--- config.mk ---
export PLATFORM = sky130hd
export DESIGN_NAME = uniform_dequantizer_unpacker
export DESIGN_NICKNAME = d
export VERILOG_FILES = /design/src/hdl/udq_pkg.sv /design/src/hdl/udq_front.sv /design/src/hdl/udq_fifo.sv /design/src/hdl/udq_back.sv /design/src/hdl/uniform_dequantizer_unpacker.sv
export VERILOG_INCLUDE_DIRS = /design/src /design/src/hdl
export SDC_FILE = /design/constraint.sdc
export NUM_CORES = 1
export LEC_CHECK = 0
export BUFFER_PORTS_ARGS = -buffer_cell sky130_fd_sc_hd__buf_4
export CORE_MARGIN = 8
export CORE_UTILIZATION = 30
export CTS_BUF_LIST = sky130_fd_sc_hd__clkbuf_8
export DETAILED_ROUTE_END_ITERATION = 12
export GPL_TIMING_DRIVEN = 0
export HOLD_SLACK_MARGIN = 0.1
export MAX_ROUTING_LAYER = met4
export PLACE_DENSITY = 0.5
export SYNTH_ARGS = -nofsm -noshare
export SYNTH_HDL_FRONTEND = slang
export SYNTH_SLANG_ARGS = --single-unit
--- constraint.sdc ---
create_clock -name clk -period 8.55 [get_ports clk]
set_input_delay 1.71 -clock clk [delete_from_list [all_inputs] [get_ports clk]]
set_output_delay 1.71 -clock clk [all_outputs]
set_load 0.01 [all_outputs]
--- src/hdl/uniform_dequantizer_unpacker_macros.svh ---
// Assertion macros shared by the dequantizer unpacker modules.
`ifndef UNIFORM_DEQUANTIZER_UNPACKER_MACROS_SVH
`define UNIFORM_DEQUANTIZER_UNPACKER_MACROS_SVH

`ifndef SYNTHESIS
`define UDQ_ASSERT(lbl, clk, rst, prop, msg) \
  lbl: assert property (@(posedge clk) disable iff (rst) prop) else $error(msg);
`define UDQ_NEVER(lbl, clk, rst, expr, msg) \
  lbl: assert property (@(posedge clk) disable iff (rst) !(expr)) else $error(msg);
`else
`define UDQ_ASSERT(lbl, clk, rst, prop, msg)
`define UDQ_NEVER(lbl, clk, rst, expr, msg)
`endif

`endif

--- src/hdl/udq_pkg.sv ---
// Shared types, constants and helper functions of the dequantizer unpacker.
`timescale 1ns / 1ps
package udq_pkg;

  localparam int BYTE_W      = 8;
  localparam int WIDTH_W     = 4;
  localparam int PAD_W       = 3;
  localparam int ACC_W       = 15;
  localparam int STORE_W     = 7;
  localparam int CNT_W       = 4;
  localparam int MAX_CODES   = 8;
  localparam int QUEUE_DEPTH = 2;
  localparam int CFG_IDX_W   = 1;
  localparam int CFG_DATA_W  = 4;

  localparam logic [CFG_IDX_W-1:0] REG_CODE_WIDTH = 1'd0;
  localparam logic [CFG_IDX_W-1:0] REG_PAD_BITS   = 1'd1;

  localparam logic [WIDTH_W-1:0] CODE_WIDTH_RESET = 4'd1;
  localparam logic [PAD_W-1:0]   PAD_BITS_RESET   = 3'd0;

  // One accepted byte that yields at least one pixel.
  typedef struct packed {
    logic [ACC_W-1:0]   acc;
    logic [CNT_W-1:0]   avail;
    logic [CNT_W-1:0]   num;
    logic [WIDTH_W-1:0] width;
    logic               fin;
  } udq_entry_t;

  function automatic logic [WIDTH_W-1:0] eff_width(input logic [WIDTH_W-1:0] cw);
    logic [WIDTH_W-1:0] w;
    if (cw == 4'd0) begin
      w = 4'd1;
    end else if (cw > 4'd8) begin
      w = 4'd8;
    end else begin
      w = cw;
    end
    return w;
  endfunction

  function automatic logic [BYTE_W-1:0] dequant(input logic [BYTE_W-1:0] code,
                                                input logic [WIDTH_W-1:0] w);
    logic [BYTE_W-1:0] px;
    if (w >= 4'd8) begin
      px = '0;
    end else begin
      px = code << (4'd8 - w);
    end
    return px;
  endfunction

endpackage

--- src/hdl/udq_front.sv ---
// Front part: joins kept bits with each byte, counts whole codes, updates the kept bits.
`timescale 1ns / 1ps
module udq_front (
  input  logic                          clk,
  input  logic                          rst,
  input  logic [udq_pkg::WIDTH_W-1:0]   code_width,
  input  logic [udq_pkg::PAD_W-1:0]     pad_bits,
  input  logic                          in_valid,
  output logic                          in_ready,
  input  logic [udq_pkg::BYTE_W-1:0]    data_byte,
  input  logic                          final_byte,
  input  logic                          q_full,
  output logic                          q_push,
  output udq_pkg::udq_entry_t           q_entry
);
  import udq_pkg::*;

  logic [STORE_W-1:0] bit_store;
  logic [STORE_W-1:0] bit_store_next;
  logic [2:0]         bit_count;
  logic [2:0]         bit_count_next;

  logic [WIDTH_W-1:0] w;
  logic [ACC_W-1:0]   acc;
  logic [CNT_W-1:0]   avail;
  logic [CNT_W-1:0]   num;
  logic [CNT_W-1:0]   used;
  logic [CNT_W-1:0]   rem;
  logic [7:0]         rem_mask;
  logic               accept;

  always_comb begin
    w     = eff_width(code_width);
    acc   = {bit_store, data_byte};
    avail = {1'b0, bit_count} + 4'd8;
    if (final_byte) begin
      acc   = acc >> pad_bits;
      avail = avail - {1'b0, pad_bits};
    end
    num = '0;
    for (int k = 1; k <= MAX_CODES; k++) begin
      if ((7'(k) * {3'b000, w}) <= {3'b000, avail}) begin
        num = CNT_W'(k);
      end
    end
    used     = num * w;
    rem      = avail - used;
    rem_mask = (8'd1 << rem) - 8'd1;
  end

  assign in_ready = !q_full;
  assign accept   = in_valid && in_ready;
  assign q_push   = accept && (num != '0);

  always_comb begin
    q_entry.acc   = acc;
    q_entry.avail = avail;
    q_entry.num   = num;
    q_entry.width = w;
    q_entry.fin   = final_byte;
    if (final_byte) begin
      bit_store_next = '0;
      bit_count_next = '0;
    end else begin
      bit_store_next = acc[STORE_W-1:0] & rem_mask[STORE_W-1:0];
      bit_count_next = rem[2:0];
    end
  end

  always_ff @(posedge clk) begin
    if (rst) begin
      bit_store <= '0;
      bit_count <= '0;
    end else if (accept) begin
      bit_store <= bit_store_next;
      bit_count <= bit_count_next;
    end
  end

endmodule

--- src/hdl/udq_fifo.sv ---
// Short queue of classified bytes between the front and back parts.
`timescale 1ns / 1ps
`include "uniform_dequantizer_unpacker_macros.svh"
module udq_fifo #(
  parameter int Depth = udq_pkg::QUEUE_DEPTH
) (
  input  logic                 clk,
  input  logic                 rst,
  input  logic                 push,
  input  udq_pkg::udq_entry_t  push_entry,
  output logic                 full,
  input  logic                 pop,
  output logic                 head_valid,
  output udq_pkg::udq_entry_t  head
);
  import udq_pkg::*;

  localparam int PtrW = (Depth > 1) ? $clog2(Depth) : 1;
  localparam int CntW = $clog2(Depth + 1);

  udq_entry_t          slots [Depth];
  logic [PtrW-1:0]     wr_ptr;
  logic [PtrW-1:0]     rd_ptr;
  logic [CntW-1:0]     fill;

  assign full       = (fill == CntW'(Depth));
  assign head_valid = (fill != '0);
  assign head       = slots[rd_ptr];

  always_ff @(posedge clk) begin
    if (push) begin
      slots[wr_ptr] <= push_entry;
    end
  end

  always_ff @(posedge clk) begin
    if (rst) begin
      wr_ptr <= '0;
      rd_ptr <= '0;
      fill   <= '0;
    end else begin
      if (push) begin
        wr_ptr <= (wr_ptr == PtrW'(Depth - 1)) ? '0 : wr_ptr + 1'b1;
      end
      if (pop) begin
        rd_ptr <= (rd_ptr == PtrW'(Depth - 1)) ? '0 : rd_ptr + 1'b1;
      end
      if (push && !pop) begin
        fill <= fill + 1'b1;
      end else if (pop && !push) begin
        fill <= fill - 1'b1;
      end
    end
  end

  `UDQ_NEVER(a_no_overflow, clk, rst, push && full, "push into a full queue")
  `UDQ_NEVER(a_no_underflow, clk, rst, pop && !head_valid, "pop from an empty queue")

endmodule

--- src/hdl/udq_back.sv ---
// Back part: one code per cycle from queue head to output reg when free or being read.
`timescale 1ns / 1ps
`include "uniform_dequantizer_unpacker_macros.svh"
module udq_back (
  input  logic                        clk,
  input  logic                        rst,
  input  logic                        head_valid,
  input  udq_pkg::udq_entry_t         head,
  output logic                        pop,
  output logic                        out_valid,
  input  logic                        out_ready,
  output logic [udq_pkg::BYTE_W-1:0]  pixel,
  output logic                        last_in_run,
  output logic                        end_of_stream
);
  import udq_pkg::*;

  logic [2:0]         idx;
  logic [CNT_W-1:0]   pos;
  logic [CNT_W-1:0]   pos_cur;
  logic [CNT_W-1:0]   pos_new;
  logic [8:0]         code_mask;
  logic [BYTE_W-1:0]  code;
  logic               slot_free;
  logic               fire;
  logic               last_code;

  always_comb begin
    pos_cur   = (idx == 3'd0) ? head.avail : pos;
    pos_new   = pos_cur - head.width;
    code_mask = (9'd1 << head.width) - 9'd1;
    code      = BYTE_W'(head.acc >> pos_new) & code_mask[BYTE_W-1:0];
    slot_free = !out_valid || out_ready;
    fire      = head_valid && slot_free;
    last_code = (({1'b0, idx} + 4'd1) == head.num);
  end

  assign pop = fire && last_code;

  always_ff @(posedge clk) begin
    if (rst) begin
      out_valid <= 1'b0;
      idx       <= '0;
    end else if (fire) begin
      out_valid <= 1'b1;
      idx       <= last_code ? 3'd0 : idx + 3'd1;
    end else if (out_ready) begin
      out_valid <= 1'b0;
    end
  end

  always_ff @(posedge clk) begin
    if (fire) begin
      pos           <= pos_new;
      pixel         <= dequant(code, head.width);
      last_in_run   <= last_code;
      end_of_stream <= last_code && head.fin;
    end
  end

  `UDQ_ASSERT(a_head_has_codes, clk, rst,
    head_valid |-> (head.num != 4'd0 && head.num <= 4'd8), "queue head with no codes")
  `UDQ_ASSERT(a_eos_is_last, clk, rst,
    out_valid && end_of_stream |-> last_in_run, "end of stream on a pixel not last in run")
  `UDQ_ASSERT(a_idx_steps, clk, rst,
    fire && !last_code |=> idx == $past(idx) + 3'd1, "code index did not advance")

endmodule

--- src/hdl/uniform_dequantizer_unpacker.sv ---
// Top level of the uniform dequantizer unpacker: configuration registers and the parts.
// A byte's first pixel is written into the queue at the byte's transfer and is then taken
// from the queue head into the output register once that register is free or being read.
// Throughput: one pixel per cycle from the back part while the output register is free
// or being read; a byte yields N pixels, where N (0 to 8) is the number of whole codes it completes.
// Reset clears the kept bits, the queue and out_valid, and sets code_width
// to 1 and pad_bits to 0.
`timescale 1ns / 1ps
module uniform_dequantizer_unpacker #(
  parameter int QueueDepth = udq_pkg::QUEUE_DEPTH
) (
  input  logic                             clk,
  input  logic                             rst,
  input  logic                             cfg_we,
  input  logic [udq_pkg::CFG_IDX_W-1:0]    cfg_index,
  input  logic [udq_pkg::CFG_DATA_W-1:0]   cfg_data,
  input  logic                             in_valid,
  output logic                             in_ready,
  input  logic [udq_pkg::BYTE_W-1:0]       data_byte,
  input  logic                             final_byte,
  output logic                             out_valid,
  input  logic                             out_ready,
  output logic [udq_pkg::BYTE_W-1:0]       pixel,
  output logic                             last_in_run,
  output logic                             end_of_stream
);
  import udq_pkg::*;

  logic [WIDTH_W-1:0] code_width;
  logic [PAD_W-1:0]   pad_bits;

  logic       q_push;
  logic       q_full;
  logic       q_pop;
  logic       q_head_valid;
  udq_entry_t q_entry;
  udq_entry_t q_head;

  always_ff @(posedge clk) begin
    if (rst) begin
      code_width <= CODE_WIDTH_RESET;
      pad_bits   <= PAD_BITS_RESET;
    end else if (cfg_we) begin
      unique case (cfg_index)
        REG_CODE_WIDTH: code_width <= cfg_data[WIDTH_W-1:0];
        REG_PAD_BITS:   pad_bits   <= cfg_data[PAD_W-1:0];
        default:        ;
      endcase
    end
  end

  udq_front u_front (
    .clk        (clk),
    .rst        (rst),
    .code_width (code_width),
    .pad_bits   (pad_bits),
    .in_valid   (in_valid),
    .in_ready   (in_ready),
    .data_byte  (data_byte),
    .final_byte (final_byte),
    .q_full     (q_full),
    .q_push     (q_push),
    .q_entry    (q_entry)
  );

  udq_fifo #(
    .Depth (QueueDepth)
  ) u_fifo (
    .clk        (clk),
    .rst        (rst),
    .push       (q_push),
    .push_entry (q_entry),
    .full       (q_full),
    .pop        (q_pop),
    .head_valid (q_head_valid),
    .head       (q_head)
  );

  udq_back u_back (
    .clk           (clk),
    .rst           (rst),
    .head_valid    (q_head_valid),
    .head          (q_head),
    .pop           (q_pop),
    .out_valid     (out_valid),
    .out_ready     (out_ready),
    .pixel         (pixel),
    .last_in_run   (last_in_run),
    .end_of_stream (end_of_stream)
  );

endmodule

==> flow_metrics.tcl <==
set metrics [dict create \
    status "finished clean" \
    slew-limit-headroom_pct 38.6 \
    antenna_left 0 \
    gr-total-overflow 0 \
    dr.pass1.iters 4 \
    worst_ep_arrival_time_ns 8.28 \
    period_minus_slack_ns 7.99 \
    fp.dieH_um 167 \
    synth_common_cells "edfxtp_1 (70), nor2_1 (66), nand2_1 (61)" \
    netlist.area_leader.share_pct 30.9 \
    hp-class "flop to flop" \
    num_antenna_cells 0 \
    die_w_um 167 \
    pwr-share-seq_pct 22.7 \
    cts_tree "done" \
    synth.most_common_cell "edfxtp_1" \
    h-tree-depth 3 \
    setup_ws_ns 0.563 \
    ys_types 72 \
    finalClockSkew_ns 0.0149 \
    syn_inst 667 \
    max_stage_delay_ns 0.52 \
    cts-root-buf "clkbuf_8" \
    fmax_mhz 125 \
    worstPathMaxFanout 10 \
    cts_buffers 9 \
    worstPathRequired_ns 8.84 \
    vias 5107 \
    critPathTopFamily "compound AO/OA/AOI/OAI gates" \
    wl_per_cell_um 16.4 \
    grt_max_degree 29 \
    start_kind "primary input" \
    finalCritPeriodShare_pct 93.4 \
    areaGrowthSynthToFinish_pct 12.8 \
    drive_above_1_share_pct 14.2 \
    clk_latency_ns 0.38 \
    fin_setup_tns_ns 0 \
    worst_slew_pin_slew_ns 0.911 \
    power_density_nw_per_um2 422 \
    crit_type "primary input to flop" \
    syn_area_um2 6810 \
    dieArea_um2 27800 \
    hpwl_um 12500 \
    coreArea_um2 22400 \
    initialDrtViolationCount 379 \
    cts.clk_slew.worst_paths_ns 0.10 \
    finalSetupViolCount 0 \
    track_usage_pct 12.3 \
    grt_pass1_vias 5003 \
    cts.path.max_buffers 2 \
    synth_warnings 0 \
    cts_setup_buffers 0 \
    ys_seq_area_share_pct 38.5 \
    p_sw_share_pct 45.0 \
    synth_area_leader_cell "edfxtp_1" \
    async_flop_share_pct 0 \
    slew_viol_final 0 \
    avgSynthCellArea_um2 10.2 \
    drc 0 \
    antenna_found_initial 0 \
    power.total_w 0.00324 \
    clkSinkCount 96 \
    cpMostUsedCell "ha_1" \
    grt_pass1_wl_um 26800 \
    p_leak_nw 2.94 \
    num_rows 55 \
    place_congestion 0.841 \
    fin_nets 787 \
    internal_power_w 0.00178 \
    vdd_drop_max_mv 0.176 \
    path_buf_inv 5 \
    io_pins 31 \
    p_clk_share_pct 12.1 \
    ys_seq_elements 96 \
    routed_wl_um 16300 \
    worstSetupEndpointType "flop" \
    drv_cap 0 \
    p_sw_w 0.00146 \
    syn_nets 746 \
    synthFlopType "edfxtp_1" \
    synth_edf_count 70 \
    p_comb_share_pct 65.2 \
    rsz0062_at_grt "no" \
    start_util_pct 30.4 \
    hold_viol 0 \
    synthTopCellsByArea "edfxtp_1 (31%), ha_1 (9.4%), dfxtp_1 (7.6%)" \
    worst_path_max_delay_cell "or4_1" \
    place_ws_ns 0.0898 \
    portBuffers 29 \
    vias_per_cell 5.12 \
]
## state kept, by name, indices dropped and copies added (netlist names), named ones only
signal,flops
pad_bits,3
u_back.end_of_stream,1
u_back.pos,4
code_width,4
u_fifo.wr_ptr,1
u_back.pixel,8
u_fifo.slots,56
u_back.out_valid,1
u_fifo.fill,2
u_front.bit_store,7
u_back.idx,3
u_fifo.rd_ptr,1
u_back.last_in_run,1
u_front.bit_count,3
## layer usage
metal,vias up,wire length (um),GRT usage (%)
li1,2539,-,-
met1,2450,7860,16.2
met2,107,7730,19.3
met3,11,583,2.25
met4,0,154,2.78
met5,-,0,-
## final cells by class
class | count | area, um^2
inverters | 44 | 169
flip-flops and latches | 96 | 2620
multi-input cells | 497 | 3910
plain buffers | 30 | 129
well taps | 285 | 357
clock buffers | 9 | 124
clock inverters | 7 | 141
repair buffers | 30 | 225
fillers | 2356 | 14800
## cell families after synthesis
family | Yosys count | share of synthesized area [%]
adders and majority gates | 60 | 12.0
muxes | 63 | 13.4
AOI/OAI and AO/OA | 145 | 14.0
xor gates and xnor gates | 27 | 3.69
buffers and inverters | 74 | 4.32
DFF | 96 | 38.5
and+or+nand+nor | 202 | 14.1
## cells in the final DEF, fill, tap and decap left out, types with 5 or more instances in the layout
cell	Yosys	routed
fa_1	9	9
dfxtp_1	26	26
nor2_1	66	64
o21a_1	5	5
nand3_1	10	10
xor2_1	12	12
xnor2_1	14	14
nor2b_1	9	9
mux2i_1	31	31
and2_1	5	5
a211oi_1	15	15
ha_1	51	51
a21o_1	8	8
mux2_2	9	9
a31oi_1	9	9
o21ai_0	24	23
nand2_1	61	61
inv_1	38	38
nor3_1	16	16
buf_4	1	31
clkbuf_8	0	9
mux4_2	21	21
edfxtp_1	70	70
a21oi_1	44	44
nand2b_1	6	6
o22ai_1	5	5
clkbuf_1	22	22
## final timing paths
kind	slack [ns]	end	start	cells after the start
max	0.56	u_front.bit_store[4]	final_byte	29
min	0.50	u_back.idx[1]	u_back.idx[1]	2
max reg2reg	0.65	u_front.bit_store[4]	pad_bits[1]	31
min reg2reg	0.50	u_back.idx[1]	u_back.idx[1]	2
## power by group through the flow
| stage | logic [W] | registers [W] | clock network, W |
|---|---|---|---|
| floorplan | 0.00162 | 0.000739 | 0 |
| global placement | 0.00210 | 0.000746 | 0 |
| detailed placement | 0.00211 | 0.000745 | 0 |
| CTS | 0.00212 | 0.000734 | 0.000408 |
| global route | 0.00238 | 0.000748 | 0.000423 |
| finish | 0.00211 | 0.000734 | 0.000393 |
## metrics by stage
step | util, % | area [um^2] | cells | hold WS (ns)
5_1_grt | 34.2 | 7680 | 998 | 0.544
6_report | 34.2 | 7680 | 998 | 0.496
2_1_floorplan | - | 6810 | 667 | 0.462
3_3_place_gp | 32.9 | 7380 | 981 | 0.480
4_1_cts | 34.2 | 7670 | 998 | 0.499
3_5_place_dp | 33.0 | 7410 | 982 | 0.485
## what timing repair did
item	4_1_cts	5_1_grt
gates resized for setup	0	2
endpoints found under the setup margin	0	1
hold buffers	0	0
## tightest hold or removal path, cell delays in order, from the launching register on
cell and delay, ns:
dfxtp_1 0.35, nand2_1 0.06, a21oi_1 0.05
Note: power is estimated with default switching activity, not from simulation.
